===== src/hdl/hed_pkg.sv =====
// Shared types, codes and constants for the HTML entity decoder.
package hed_pkg;

  localparam int unsigned CNT_W = 3;  // up to six output bytes per input byte

  localparam logic [1:0] MODE_TEXT = 2'd0;
  localparam logic [1:0] MODE_AMP  = 2'd1;
  localparam logic [1:0] MODE_NUM  = 2'd2;
  localparam logic [1:0] MODE_NAME = 2'd3;

  localparam logic [7:0] CH_AMP   = 8'h26;  // '&'
  localparam logic [7:0] CH_HASH  = 8'h23;  // '#'
  localparam logic [7:0] CH_SEMI  = 8'h3B;  // ';'
  localparam logic [7:0] CH_QUOTE = 8'h22;  // '"'
  localparam logic [7:0] CH_LT    = 8'h3C;  // '<'
  localparam logic [7:0] CH_GT    = 8'h3E;  // '>'
  localparam logic [7:0] CH_ZERO  = 8'h30;  // '0'

  typedef struct packed {
    logic [7:0] in_byte;
    logic       string_end;
  } in_item_t;

  typedef struct packed {
    logic [7:0] out_byte;
    logic       run_end;
    logic       text_end;
  } out_item_t;

  // controller -> datapath
  typedef struct packed {
    logic             load;   // input transaction accepted
    logic             emit;   // load output register with byte idx
    logic             last;   // this is the final byte of the run
    logic [CNT_W-1:0] idx;
  } dp_cmd_t;

  // datapath -> controller
  typedef struct packed {
    logic [CNT_W-1:0] cnt;    // output bytes planned for the current input byte
  } dp_stat_t;

endpackage


===== src/hdl/hed_stream_if.sv =====
// Valid/ready stream channel with a typed payload.
interface hed_stream_if #(parameter type payload_t = logic [7:0]);
  logic     valid;
  logic     ready;
  payload_t payload;

  modport source (output valid, output payload, input ready);
  modport sink (input valid, input payload, output ready);
endinterface


===== src/hdl/hed_dp.sv =====
// Datapath: decode state, emission plan and output payload register.
module hed_dp (
  input  logic                clk,
  input  logic                rst,
  input  hed_pkg::in_item_t   item,
  input  hed_pkg::dp_cmd_t    cmd,
  output hed_pkg::dp_stat_t   stat,
  output hed_pkg::out_item_t  result
);

  logic [1:0] mode, mode_next;
  logic [7:0] acc, acc_next;
  logic [7:0] name_buf [4];
  logic [2:0] name_len, name_len_next;
  logic       buf_we;
  logic [1:0] buf_wa;

  // plan for the accepted byte: ['&'] [name bytes] [byte a] [byte b]
  logic                     p_amp, p_a_en, p_b_en, p_end;
  logic [2:0]               p_k;
  logic [7:0]               p_a, p_b;
  logic [hed_pkg::CNT_W-1:0] p_cnt;

  logic                     n_amp, n_a_en, n_b_en;
  logic [2:0]               n_k;
  logic [7:0]               n_a, n_b;

  logic [7:0] out_byte;
  logic       run_end, text_end;
  logic [7:0] sel_byte;

  function automatic logic [8:0] name_lookup(input logic [7:0] b0, input logic [7:0] b1,
                                             input logic [7:0] b2, input logic [7:0] b3,
                                             input logic [2:0] len);
    logic [8:0] r;
    r = 9'd0;
    if (len == 3'd3 && b0 == 8'h61 && b1 == 8'h6D && b2 == 8'h70)
      r = {1'b1, hed_pkg::CH_AMP};
    else if (len == 3'd4 && b0 == 8'h71 && b1 == 8'h75 && b2 == 8'h6F && b3 == 8'h74)
      r = {1'b1, hed_pkg::CH_QUOTE};
    else if (len == 3'd2 && b0 == 8'h6C && b1 == 8'h74)
      r = {1'b1, hed_pkg::CH_LT};
    else if (len == 3'd2 && b0 == 8'h67 && b1 == 8'h74)
      r = {1'b1, hed_pkg::CH_GT};
    return r;
  endfunction

  always_comb begin
    logic [7:0] c;
    logic       e, is_dig, is_aln, tb_emit;
    logic [1:0] tb_mode;
    logic [7:0] acc_mul;
    logic [7:0] nb [4];
    logic [8:0] hit_cur, hit_new;

    c = item.in_byte;
    e = item.string_end;
    is_dig = (c >= 8'h30) && (c <= 8'h39);
    is_aln = is_dig || ((c >= 8'h41) && (c <= 8'h5A)) || ((c >= 8'h61) && (c <= 8'h7A));
    tb_emit = !(c == hed_pkg::CH_AMP && !e);
    tb_mode = tb_emit ? hed_pkg::MODE_TEXT : hed_pkg::MODE_AMP;
    acc_mul = (acc << 3) + (acc << 1) + (c - hed_pkg::CH_ZERO);
    nb = name_buf;
    nb[name_len[1:0]] = c;
    hit_cur = name_lookup(name_buf[0], name_buf[1], name_buf[2], name_buf[3], name_len);
    hit_new = name_lookup(nb[0], nb[1], nb[2], nb[3], name_len + 3'd1);

    mode_next = mode;
    acc_next = acc;
    name_len_next = name_len;
    buf_we = 1'b0;
    buf_wa = name_len[1:0];
    n_amp = 1'b0;
    n_k = 3'd0;
    n_a_en = 1'b0;
    n_a = c;
    n_b_en = 1'b0;
    n_b = c;

    unique case (mode)
      hed_pkg::MODE_AMP: begin
        if (c == hed_pkg::CH_HASH) begin
          if (e) begin
            n_amp = 1'b1;
            n_a_en = 1'b1;
            mode_next = hed_pkg::MODE_TEXT;
          end else begin
            acc_next = 8'd0;
            mode_next = hed_pkg::MODE_NUM;
          end
        end else if (is_aln) begin
          buf_we = 1'b1;
          buf_wa = 2'd0;
          name_len_next = 3'd1;
          if (e) begin
            n_amp = 1'b1;
            n_a_en = 1'b1;
            mode_next = hed_pkg::MODE_TEXT;
          end else begin
            mode_next = hed_pkg::MODE_NAME;
          end
        end else begin
          n_amp = 1'b1;
          n_a_en = tb_emit;
          mode_next = tb_mode;
        end
      end
      hed_pkg::MODE_NUM: begin
        if (is_dig) begin
          acc_next = acc_mul;
          if (e) begin
            n_a_en = 1'b1;
            n_a = acc_mul;
            mode_next = hed_pkg::MODE_TEXT;
          end
        end else begin
          n_a_en = 1'b1;
          n_a = acc;
          mode_next = hed_pkg::MODE_TEXT;
          if (c != hed_pkg::CH_SEMI) begin
            n_b_en = tb_emit;
            mode_next = tb_mode;
          end
        end
      end
      hed_pkg::MODE_NAME: begin
        if (is_aln) begin
          if (name_len[2]) begin
            // fifth name character: give up and pass everything through
            n_amp = 1'b1;
            n_k = 3'd4;
            n_a_en = 1'b1;
            mode_next = hed_pkg::MODE_TEXT;
          end else begin
            buf_we = 1'b1;
            name_len_next = name_len + 3'd1;
            if (e) begin
              mode_next = hed_pkg::MODE_TEXT;
              if (hit_new[8]) begin
                n_a_en = 1'b1;
                n_a = hit_new[7:0];
              end else begin
                n_amp = 1'b1;
                n_k = name_len + 3'd1;
              end
            end
          end
        end else begin
          mode_next = hed_pkg::MODE_TEXT;
          if (hit_cur[8]) begin
            n_a_en = 1'b1;
            n_a = hit_cur[7:0];
            if (c != hed_pkg::CH_SEMI) begin
              n_b_en = tb_emit;
              mode_next = tb_mode;
            end
          end else begin
            n_amp = 1'b1;
            n_k = name_len;
            n_b_en = tb_emit;
            mode_next = tb_mode;
          end
        end
      end
      default: begin
        n_a_en = tb_emit;
        mode_next = tb_mode;
      end
    endcase
  end

  always_ff @(posedge clk) begin
    if (rst) begin
      mode <= hed_pkg::MODE_TEXT;
      acc <= 8'd0;
      name_len <= 3'd0;
      p_amp <= 1'b0;
      p_k <= 3'd0;
      p_a_en <= 1'b0;
      p_a <= 8'd0;
      p_b_en <= 1'b0;
      p_b <= 8'd0;
      p_end <= 1'b0;
      p_cnt <= '0;
    end else if (cmd.load) begin
      mode <= mode_next;
      acc <= acc_next;
      name_len <= name_len_next;
      p_amp <= n_amp;
      p_k <= n_k;
      p_a_en <= n_a_en;
      p_a <= n_a;
      p_b_en <= n_b_en;
      p_b <= n_b;
      p_end <= item.string_end;
      p_cnt <= hed_pkg::CNT_W'({2'd0, n_amp} + n_k + {2'd0, n_a_en} + {2'd0, n_b_en});
    end
  end

  always_ff @(posedge clk) begin
    if (cmd.load && buf_we) begin
      name_buf[buf_wa] <= item.in_byte;
    end
  end

  always_ff @(posedge clk) begin
    if (cmd.emit) begin
      out_byte <= sel_byte;
      run_end <= cmd.last;
      text_end <= cmd.last & p_end;
    end
  end

  always_comb begin
    logic [2:0] j, m;
    j = cmd.idx - {2'd0, p_amp};
    m = j - p_k;
    if (p_amp && cmd.idx == 3'd0)
      sel_byte = hed_pkg::CH_AMP;
    else if (j < p_k)
      sel_byte = name_buf[j[1:0]];
    else if (p_a_en && m == 3'd0)
      sel_byte = p_a;
    else
      sel_byte = p_b;
  end

  assign stat.cnt = p_cnt;
  assign result.out_byte = out_byte;
  assign result.run_end = run_end;
  assign result.text_end = text_end;

endmodule


===== src/hdl/hed_ctrl.sv =====
// Controller: accept/emit sequencing and output valid flag.
module hed_ctrl (
  input  logic              clk,
  input  logic              rst,
  input  logic              in_valid,
  output logic              in_ready,
  output logic              out_valid,
  input  logic              out_ready,
  input  hed_pkg::dp_stat_t stat,
  output hed_pkg::dp_cmd_t  cmd,
  output logic              dp_rst
);

  localparam logic ST_IDLE = 1'b0;
  localparam logic ST_EMIT = 1'b1;

  logic                      state, state_next;
  logic [hed_pkg::CNT_W-1:0] idx, idx_next;
  logic                      out_valid_next;
  logic                      emit, last;

  assign in_ready = (state == ST_IDLE) && !rst;
  assign emit = (state == ST_EMIT) && (idx != stat.cnt) && (!out_valid || out_ready);
  assign last = emit && (idx == stat.cnt - hed_pkg::CNT_W'(1));

  assign cmd.load = in_valid && in_ready;
  assign cmd.emit = emit;
  assign cmd.last = last;
  assign cmd.idx = idx;
  assign dp_rst = rst;

  always_comb begin
    state_next = state;
    idx_next = idx;
    unique case (state)
      ST_IDLE: begin
        if (cmd.load) begin
          state_next = ST_EMIT;
          idx_next = '0;
        end
      end
      default: begin
        if (emit) idx_next = idx + hed_pkg::CNT_W'(1);
        if (last || idx == stat.cnt) state_next = ST_IDLE;
      end
    endcase
    if (emit) out_valid_next = 1'b1;
    else if (out_ready) out_valid_next = 1'b0;
    else out_valid_next = out_valid;
  end

  always_ff @(posedge clk) begin
    if (rst) begin
      state <= ST_IDLE;
      idx <= '0;
      out_valid <= 1'b0;
    end else begin
      state <= state_next;
      idx <= idx_next;
      out_valid <= out_valid_next;
    end
  end

endmodule


===== src/hdl/html_entity_decoder_top.sv =====
// Top level of the HTML entity decoder.
// Decodes &#digits; and the named references amp, quot, lt and gt in a byte
// stream. Channel enc carries input transactions (in_byte, string_end);
// channel dec carries decoded transactions (out_byte, run_end, text_end).
// Each input byte yields zero to six output bytes; run_end marks the last of
// them and text_end the last byte of a string.
// Timing: an input byte is taken while the controller is idle, then its
// output bytes are loaded into the output register one per cycle while the
// receiver does not stall, as the emit sequencer in the controller steps
// through them. An input byte with no output bytes still passes through
// the emit state. The first output byte is valid once it has been loaded.
// A stalled receiver holds the output register; the sequencer waits and no
// input is taken until all bytes of the current run are loaded. The output
// register lets the next input byte be taken while the last result waits.
// Synchronous reset returns the decoder to normal text mode and drops any
// pending output.
module html_entity_decoder_top (
  input logic clk,
  input logic rst,
  hed_stream_if.sink   enc,
  hed_stream_if.source dec
);

  hed_pkg::dp_cmd_t   cmd;
  hed_pkg::dp_stat_t  stat;
  hed_pkg::in_item_t  item;
  hed_pkg::out_item_t result;
  logic               dp_rst;

  assign item = enc.payload;
  assign dec.payload = result;

  hed_ctrl u_ctrl (
    .clk       (clk),
    .rst       (rst),
    .in_valid  (enc.valid),
    .in_ready  (enc.ready),
    .out_valid (dec.valid),
    .out_ready (dec.ready),
    .stat      (stat),
    .cmd       (cmd),
    .dp_rst    (dp_rst)
  );

  hed_dp u_dp (
    .clk    (clk),
    .rst    (dp_rst),
    .item   (item),
    .cmd    (cmd),
    .stat   (stat),
    .result (result)
  );

endmodule


===== src/flat_wrapper.sv =====
// flat-port wrapper written by rule: the top's interface ports become plain ports
module html_entity_decoder_top_flat 
  (clk, rst, enc_valid, enc_payload, enc_ready, dec_valid, dec_payload, dec_ready);
  hed_stream_if #(.payload_t(hed_pkg::in_item_t)) enc_i ();
  hed_stream_if #(.payload_t(hed_pkg::out_item_t)) dec_i ();
  input logic clk;
  input logic rst;
  input wire logic [$bits(enc_i.valid)-1:0] enc_valid;
  input wire logic [$bits(enc_i.payload)-1:0] enc_payload;
  output wire logic [$bits(enc_i.ready)-1:0] enc_ready;
  output wire logic [$bits(dec_i.valid)-1:0] dec_valid;
  output wire logic [$bits(dec_i.payload)-1:0] dec_payload;
  input wire logic [$bits(dec_i.ready)-1:0] dec_ready;
  assign enc_i.valid = enc_valid;
  assign enc_i.payload = enc_payload;
  assign enc_ready = enc_i.ready;
  assign dec_valid = dec_i.valid;
  assign dec_payload = dec_i.payload;
  assign dec_i.ready = dec_ready;
  html_entity_decoder_top u_core (.clk(clk), .rst(rst), .enc(enc_i), .dec(dec_i));
endmodule

===== config.mk =====
export PLATFORM = sky130hd
export DESIGN_NAME = html_entity_decoder_top_flat
export DESIGN_NICKNAME = d
export VERILOG_FILES = /design/src/hdl/hed_pkg.sv /design/src/hdl/hed_stream_if.sv /design/src/hdl/hed_dp.sv /design/src/hdl/hed_ctrl.sv /design/src/hdl/html_entity_decoder_top.sv /design/src/flat_wrapper.sv
export SDC_FILE = /design/constraint.sdc
export NUM_CORES = 1
export LEC_CHECK = 0
export BUFFER_PORTS_ARGS = -buffer_cell sky130_fd_sc_hd__buf_4
export CELL_PAD_IN_SITES_DETAIL_PLACEMENT = 1
export CELL_PAD_IN_SITES_GLOBAL_PLACEMENT = 2
export CORE_MARGIN = 1.5
export CORE_UTILIZATION = 25
export CTS_CLUSTER_DIAMETER = 150
export DETAILED_ROUTE_END_ITERATION = 8
export MAX_ROUTING_LAYER = met4
export PLACE_DENSITY_LB_ADDON = 0.1
export SLEW_MARGIN = 30
export SYNTH_ARGS = -nofsm -noshare
export SYNTH_HDL_FRONTEND = slang
export SYNTH_SLANG_ARGS = --single-unit

===== constraint.sdc =====
create_clock -name clk -period 5.65 [get_ports clk]
set_clock_uncertainty 0.05 [all_clocks]
set_input_delay 0 -clock clk [delete_from_list [all_inputs] [get_ports clk]]
set_output_delay 0 -clock clk [all_outputs]
set_load 0.03 [all_outputs]

==> results of run 1 <==
## final cells by class
| type | count | area [µm²] | share of cell area [%] |
|---|---|---|---|
| clock inverter | 7 | 70.1 | 1.09 |
| clock buffer | 9 | 225 | 3.51 |
| timing repair buffer | 42 | 335 | 5.23 |
| multi-input combinational | 442 | 3210 | 50.0 |
| tap | 280 | 350 | 5.47 |
| sequential | 85 | 2120 | 33.1 |
| inverter | 27 | 101 | 1.58 |
## how the worst max path moves through the flow
stage	end	cells past startpoint
3_3_place_gp	u_core.u_dp.stat[2]	15
3_5_place_dp	u_core.u_dp.stat[2]	15
2_1_floorplan	u_core.u_dp.stat[2]	16
4_1_cts	u_core.u_dp.stat[2]	15
5_1_grt	u_core.u_dp.stat[2]	16
6_report	u_core.u_dp.stat[2]	15
## routing by layer
| metal | routed length [µm] | share of wire, % | vias up |
|---|---|---|---|
| li1 | - | - | 2227 |
| met1 | 9910 | 50 | 2368 |
| met2 | 8740 | 44 | 109 |
| met3 | 810 | 4.1 | 13 |
| met4 | 197 | 1.0 | 0 |
| met5 | 0 | 0 | - |
## logic make-up after synthesis
family,after synthesis,synth area share [%]
buffers and inverters,61,4.51
flip-flops,85,38.1
AND/OR/NAND/NOR,235,22.8
XOR/XNOR,15,2.36
adder cells (fa/ha/maj),37,9.38
AO/OA/AOI/OAI,132,16.8
multiplexers,23,6.02
## stage by stage
stage	cells	worst slack [ps]	hold slack [ps]	instance area [µm²]	total power [mW]
after global routing	892	588	8.93	6410	1.56
after global placement	868	1150	238	6030	0.886
after floorplan	588	1550	48.9	5570	0.816
after detailed placement	868	948	245	6030	0.888
after CTS	892	932	3.21	6410	1.52
final	892	902	11.6	6410	1.50
## placed cells by master, fill, tap and decap left out, drive strengths merged, types with 7 or more instances in the layout
cell,count
a211oi,12
a21o,8
a21oi,38
and2,8
buf,34
clkbuf,9
dfxtp,43
dlygate4sd3,8
edfxtp,42
fa,8
ha,29
inv,30
mux2i,14
mux4,8
nand2,62
nand2b,7
nand3,16
nor2,53
nor2b,12
nor3,20
nor4,9
o211ai,8
o21ai,12
xor2,10
## worst max-delay path, delay by kind of cell, from the launching register on
family	cells	cell delay, ps
AND/OR/NAND/NOR	6	1660
adder cells (fa/ha/maj)	4	1520
AO/OA/AOI/OAI	3	510
flip-flops	1	490
buffers and inverters	1	210
multiplexers	1	170
## flip-flops by register name (all words and copies together), names as in the netlist, 2 cells and up
name	cells
u_core.u_dp.p_a	8
u_core.u_ctrl.idx	3
u_core.u_dp.p_b	8
u_core.u_dp.p_k	3
u_core.u_dp.acc	8
u_core.u_dp.mode	2
u_core.u_dp.stat	3
u_core.u_dp.name_buf	32
u_core.u_dp.name_len	3
u_core.u_dp.out_byte	8
## power groups by stage
stage	Combinational, mW	Clock [mW]	Sequential, mW
2_1_floorplan	0.126	0	0.691
3_3_place_gp	0.198	0	0.688
3_5_place_dp	0.199	0	0.688
4_1_cts	0.204	0.645	0.674
5_1_grt	0.222	0.666	0.676
6_report	0.201	0.622	0.674
## timing repair
item / in CTS / in global routing
gates resized for setup: 0 / 0
buffers inserted: 0 / 0
hold endpoints to repair: 28 / 0
hold buffers: 8 / 0
==> results.json, run 1 <==
{
  "fp-row-count": 54,
  "drt_wl_total_um": 19700,
  "diodes": 0,
  "min_path_cells": 3,
  "slew_headroom_pct": 42.6,
  "required_ps": 5810,
  "dp_hpwl_um": 14400,
  "synth-seq-cells": 85,
  "coreArea_um2": 21800,
  "die_x_um": 152,
  "worst_slew_pin_slew_ps": 857,
  "pwr-share-comb_pct": 13.4,
  "grt_pass1_vias": 4924,
  "ant_nets": 0,
  "netlist_area_um2": 5570,
  "ys.flop_type": "dfxtp_1",
  "rr_worst_depth": 15,
  "cp_data_arrival_time_ps": 4910,
  "p_sw_share_pct": 27.6,
  "holdCritPathClass": "primary input to flip-flop",
  "dr.pass1.iters": 5,
  "critPathMaxStageDelay_ps": 490,
  "min_to": "u_core.u_dp.p_end",
  "grt_util_met3_pct": 3.19,
  "netlist_instances": 588,
  "io_pins": 25,
  "gp_congestion": 0.841,
  "end_kind": "flip-flop",
  "grt_usage_pct": 18.0,
  "clk_path_buf_depth": 2,
  "synth_commonest_cells": "62 x nand2_1, 53 x nor2_1, 43 x dfxtp_1",
  "worstHoldStart": "enc_payload[0]",
  "yosysWarnings": 0,
  "grt_first_pass_wirelength_um": 31200,
  "path_class": "flip-flop to flip-flop",
  "antenna_found_initial": 0,
  "p_clk_share_pct": 41.6,
  "slowest_stage": "dfxtp_1",
  "nets": 657,
  "internal_power_mw": 1.08,
  "maxSlewViolCount": 0,
  "synth.distinct_cells": 77,
  "drt_iter0_markers": 289,
  "finalSetupTns_ps": 0,
  "grt_use_met1_pct": 25.5,
  "die_y_um": 152,
  "cp-startpoint": "u_core.u_dp.name_len[0]",
  "clk_latency_ps": 350,
  "powerDensity_nw_per_um2": 234,
  "dieArea_um2": 23200,
  "vias": 4717,
  "num-fill-cells": 2499,
  "synth_area_leaders": "edfxtp_1 23%, dfxtp_1 15%, ha_1 6.5%",
  "switchingPower_mw": 0.413,
  "grtUsageMet2_pct": 26.9,
  "routedWlPerCell_um": 22.0,
  "synthDominantCellAreaShare_pct": 22.6,
  "cts.sinks": 85,
  "p_seq_share_pct": 45.0,
  "min_period_ps": 4750,
  "leakagePower_nw": 2.32,
  "clk_pin_slew_ps": 70,
  "initial_core_util_pct": 25.5,
  "port_buffers": 24,
  "fin_crit_sh_pct": 84.0,
  "r2r_start": "u_core.u_dp.name_len[0]",
  "cts_tree": "done",
  "start_kind": "flip-flop",
  "syn_to_final_growth_pct": 15.0,
  "cts_made_buffers": 9,
  "synth_top_area_cell": "edfxtp_1",
  "ir_worst_vdd_uv": 121,
  "viasPerCell": 5.29,
  "crit_chain": "inv_1 > ha_1 > and4bb_2 > a32oi_1 > nor3_1 > o211ai_1 > and4_1 > a22o_1 > and2_1 > fa_1 > ha_1 > fa_1 > or3_1 > mux2i_1 > nor4_2",
  "drv_cap": 0,
  "htree_levels": 3,
  "synth_edf_count": 42,
  "synth_most_common_cell": "nand2_1",
  "final_util_pct": 29.4,
  "rr_endpoint": "u_core.u_dp.stat[2]",
  "grt_max_degree": 47,
  "syn_nets": 638,
  "cp_max_fo": 10,
  "busiest_layer": "met2",
  "rrSetupSlack_ps": 900,
  "async_reset_ff_share_pct": 0,
  "setup_viol": 0,
  "final_hold_viol_count": 0,
  "syn_avg_cell_area_um2": 9.48,
  "ys_seq_area_share_pct": 38.1,
  "clock.fmax_mhz": 211,
  "rsz0062_at_grt": "false",
  "grt_overflow": 0,
  "status": "completed",
  "drc": 0,
  "cts_root_buf": "clkbuf_16",
  "drive_gt1_share_pct": 12.9
}
Note: power is estimated with default switching activity, not from simulation.
==> inputs of run 2 (changes only) <==
clock period = 4.58 ns   (was 5.65 ns; I/O delays follow)
==> results.json, run 2 (synthesis results as in run 1) <==
{
  "min_path_cells": 3,
  "setup_viol": 0,
  "maxSlewViolCount": 0,
  "cp_max_fo": 8,
  "vias": 4711,
  "end_kind": "flip-flop",
  "cts_tree": "done",
  "largest_register_ffs": 32,
  "htree_levels": 3,
  "ant_nets": 0,
  "leakagePower_nw": 2.39,
  "coreArea_um2": 21800,
  "nets": 669,
  "routedWlPerCell_um": 22.4,
  "met2WireLength_um": 8870,
  "required_ps": 4740,
  "port_buffers": 24,
  "num-fill-cells": 2514,
  "grt_max_degree": 47,
  "diodes": 0,
  "fp-row-count": 54,
  "powerDensity_nw_per_um2": 283,
  "rsz0062_at_grt": "false",
  "clock.fmax_mhz": 233,
  "start_kind": "flip-flop",
  "final_util_pct": 30.0,
  "regArea_um2": 2120,
  "grt_overflow": 0,
  "topRoutingLayerUsed": "met4",
  "slowest_stage": "fa_1",
  "final_area_um2": 6550,
  "dieArea_um2": 23200,
  "drt_iter0_markers": 328,
  "place_area_um2": 6120,
  "dp.cells": 880,
  "worst_slew_pin_slew_ps": 659,
  "holdCritPathClass": "primary input to flip-flop",
  "finalSetupTns_ps": 0,
  "drive_gt1_share_pct": 16.5,
  "rr_worst_depth": 15,
  "clk_pin_slew_ps": 70,
  "fin_cells": 904,
  "cp_data_arrival_time_ps": 4460,
  "antenna_found_initial": 0,
  "layout_common_cells": "62 x nand2_1, 53 x nor2_1, 46 x buf_4, 42 x dfxtp_1, 42 x edfxtp_1",
  "path_depth": 15,
  "die_x_um": 152,
  "final_hold_viol_count": 0,
  "initial_core_util_pct": 25.5,
  "slew_headroom_pct": 56.0,
  "critPathTopFamily": "simple AND/OR/NAND/NOR gates",
  "multi_input_area_um2": 3250,
  "drt_wl_total_um": 20300,
  "dr.pass1.iters": 4,
  "fin_crit_sh_pct": 93.7,
  "drc": 0,
  "crit_chain": "inv_1 > ha_2 > nor4bb_1 > o22ai_1 > nor4_2 > a32oi_2 > and4_2 > a22o_1 > and2_1 > fa_1 > ha_1 > fa_1 > or3_1 > mux2i_1 > nor4_2",
  "ir_worst_vdd_uv": 119,
  "m1WireLength_um": 10400,
  "cts_made_buffers": 9,
  "cts.sinks": 85,
  "viasPerCell": 5.21,
  "dp_hpwl_um": 15000,
  "status": "completed",
  "met3_length_um": 825,
  "die_y_um": 152,
  "syn_to_final_growth_pct": 17.6,
  "final_common_cell": "nand2_1",
  "path_class": "flip-flop to flip-flop",
  "top_register": "u_core.u_dp.name_buf",
  "grt_first_pass_wirelength_um": 31300,
  "grt_pass1_vias": 4932,
  "grt_usage_pct": 18.3,
  "min_period_ps": 4290,
  "cts_root_buf": "clkbuf_16",
  "io_pins": 25,
  "clk_path_buf_depth": 2,
  "gp_congestion": 0.852,
  "path_buf_inv": 1,
  "critPathMaxStageDelay_ps": 460,
  "drv_cap": 0,
  "clk_latency_ps": 350
}
## run 2: cell type report
| type | instances | area share (%) |
|---|---|---|
| Multi-Input combinational cell | 442 | 49.6 |
| Timing Repair Buffer | 54 | 6.49 |
| Clock buffer | 10 | 3.50 |
| Inverter | 27 | 1.55 |
| Tap cell | 280 | 5.35 |
| Sequential cell | 85 | 32.4 |
| Clock inverter | 6 | 1.11 |
## run 2: tightest hold or removal path: stages
cell     delay (ps)
buf_4           210
nand2_1          90
a21oi_1          50
## run 2: stage by stage
| step | setup WS, ps | power, mW | hold slack [ps] |
|---|---|---|---|
| finish | 288 | 1.86 | 18.4 |
| global route | 12.7 | 1.93 | 6.75 |
| detailed placement | 59.6 | 1.10 | 246 |
| CTS | 29.5 | 1.88 | 10.7 |
| global placement | 152 | 1.10 | 239 |
| floorplan | 478 | 1.01 | 48.9 |
## run 2: power by group
group	internal [mW]	switching, mW	leakage, nW	total [mW]
Sequential	0.820	0.0123	0.729	0.832
Combinational	0.0939	0.157	1.52	0.251
Clock	0.429	0.344	0.145	0.773
Total	1.34	0.514	2.39	1.86
## run 2: final timing paths
check                               start             endpoint  slack [ps]
setup reg to reg  u_core.u_dp.name_len[1]  u_core.u_dp.stat[2]         290
setup / recovery  u_core.u_dp.name_len[1]  u_core.u_dp.stat[2]         290
hold / removal             enc_payload[4]   u_core.u_dp.p_b[3]          20
hold reg to reg         u_core.u_dp.p_end    u_core.u_dp.p_end         400
## run 2: timing repair
| item | CTS | global route |
|---|---|---|
| setup endpoints to repair | 0 | 1 |
| setup buffers | 0 | 0 |
| resized for setup | 0 | 13 |
| hold endpoints to repair | 27 | 0 |
| hold buffers | 8 | 0 |
## run 2: layer usage
| layer | up-vias | track usage [%] |
|---|---|---|
| li1 | 2255 | - |
| met1 | 2357 | 26.7 |
| met2 | 87 | 27.1 |
| met3 | 12 | 2.33 |
| met4 | 0 | 3.56 |
| met5 | - | - |
==> inputs of run 3 (changes only) <==
==> constraint.sdc (replaced) <==
create_clock -name clk -period 4.58 [get_ports clk]
set_clock_uncertainty 0.05 [all_clocks]
set_input_delay 0.687 -clock clk [delete_from_list [all_inputs] [get_ports clk]]
set_output_delay 0.687 -clock clk [all_outputs]
set_load 0.03 [all_outputs]
==> results.json, run 3 (synthesis results as in run 1) <==
{
  "grt_usage_pct": 18.3,
  "coreArea_um2": 21800,
  "cp_data_arrival_time_ps": 4490,
  "clk_latency_ps": 370,
  "min_path_cells": 2,
  "powerDensity_nw_per_um2": 289,
  "slowest_stage": "fa_1",
  "critPathMaxStageDelay_ps": 440,
  "rr_endpoint": "u_core.u_dp.stat[2]",
  "holdCritPathClass": "flip-flop to flip-flop",
  "clk_pin_slew_ps": 70,
  "fin_crit_sh_pct": 94.2,
  "viasPerCell": 5.24,
  "grt_pass1_vias": 4904,
  "final_hold_viol_count": 0,
  "maxSlewViolCount": 0,
  "drt_iter0_markers": 302,
  "io_pins": 25,
  "drc": 0,
  "htree_levels": 3,
  "min_period_ps": 4320,
  "leakagePower_nw": 2.39,
  "grt_max_degree": 47,
  "ant_nets": 0,
  "die_y_um": 152,
  "cts.sinks": 85,
  "drv_cap": 0,
  "routedWlPerCell_um": 22.2,
  "cts_root_buf": "clkbuf_16",
  "rr_worst_depth": 16,
  "drive_gt1_share_pct": 17.6,
  "required_ps": 4750,
  "finalSetupTns_ps": 0,
  "diodes": 0,
  "cts_hold_buf": 0,
  "die_x_um": 152,
  "ir_worst_vdd_uv": 143,
  "end_kind": "flip-flop",
  "grt_overflow": 0,
  "final_util_pct": 29.9,
  "path_class": "flip-flop to flip-flop",
  "start_kind": "flip-flop",
  "largest_register_ffs": 32,
  "critPathTopFamily": "adder cells",
  "setup_viol": 0,
  "rrSetupSlack_ps": 260,
  "min_to": "u_core.u_dp.p_end",
  "crit_chain": "ha_2 > inv_1 > ha_2 > nor2_1 > a32oi_1 > nor4_1 > a32oi_1 > and2_4 > o21ai_0 > a21o_1 > fa_1 > ha_1 > fa_1 > or3_1 > mux2i_1 > nor4_2",
  "gp_congestion": 0.876,
  "clock.fmax_mhz": 232,
  "worstHoldStart": "u_core.u_dp.p_end",
  "final_common_cell": "nand2_1",
  "vias": 4739,
  "grt_first_pass_wirelength_um": 31400,
  "clk_path_buf_depth": 2,
  "slew_headroom_pct": 57.8,
  "drt_wl_total_um": 20000,
  "antenna_found_initial": 0,
  "nets": 669,
  "cts_made_buffers": 9,
  "worst_slew_pin_slew_ps": 631,
  "dp_hpwl_um": 15200,
  "cp_max_fo": 8,
  "cts_tree": "done",
  "r2r_start": "u_core.u_dp.name_len[1]",
  "top_register": "u_core.u_dp.name_buf",
  "dr.pass1.iters": 5,
  "syn_to_final_growth_pct": 17.2,
  "dieArea_um2": 23200,
  "layout_common_cells": "62 x nand2_1, 54 x buf_4, 53 x nor2_1, 42 x edfxtp_1, 41 x dfxtp_1",
  "rsz0062_at_grt": "false",
  "fp-row-count": 54,
  "initial_core_util_pct": 25.5,
  "status": "completed",
  "port_buffers": 24,
  "path_buf_inv": 1
}
[run 3: cell count changes in the layout (fill, tap and decap cells not counted), sizes merged]
cell	change
clkinv	-1
clkinvlp	-1
buf	+8
dlygate4sd3	-8
inv	+2
[run 3: layer usage]
layer	vias to the layer above	GRT usage [%]	routed length, µm
met5	-	-	0
met2	101	27.4	9000
met1	2371	25.4	10100
met3	22	2.62	615
li1	2245	-	-
met4	0	5.50	338
[run 3: stage by stage]
step                cells  setup WS [ps]  power [mW]  area, µm²  hold slack (ps)
finish                904            264        1.89       6530              405
global route          904           7.63        1.97       6530              432
CTS                   903           73.6        1.92       6480              408
detailed placement    887          -11.4        1.11       6170              398
global placement      887            147        1.10       6170              392
floorplan             588            478        1.01       5570              375
[run 3: cell type report]
cell class	instances	area, µm²
Clock buffer	10	239
Clock inverter	6	68.8
Fill cell	2516	15300
Inverter	27	101
Multi-Input combinational cell	442	3240
Sequential cell	85	2130
Tap cell	280	350
Timing Repair Buffer	54	405
[run 3: timing repair]
item / 4_1_cts / 5_1_grt
setup endpoints to repair: 1 / 1
resized for setup: 2 / 12
buffers inserted: 0 / 1
pin swaps: 0 / 2
[run 3: how the worst max path moves through the flow]
stage	start	end	cells after the start
floorplan	u_core.u_dp.name_len[0]	u_core.u_dp.stat[2]	16
global placement	u_core.u_dp.name_len[0]	u_core.u_dp.stat[2]	15
detailed placement	u_core.u_dp.name_len[1]	u_core.u_dp.stat[2]	16
CTS	u_core.u_dp.name_len[1]	u_core.u_dp.stat[2]	16
global route	u_core.u_dp.name_len[0]	u_core.u_dp.stat[2]	15
finish	u_core.u_dp.name_len[1]	u_core.u_dp.stat[2]	16
[run 3: worst min-delay path: cells and delay by family (launching register included)]
kind | cells | cell delay (ps)
and+or+nand+nor | 1 | 50
DFF | 1 | 300
AOI/OAI and AO/OA | 1 | 50
[run 3: power by group]
group | total (mW) | leakage, nW | switching (mW) | internal (mW)
combinational | 0.250 | 1.51 | 0.155 | 0.0950
clock | 0.806 | 0.155 | 0.361 | 0.445
sequential | 0.833 | 0.730 | 0.0149 | 0.818
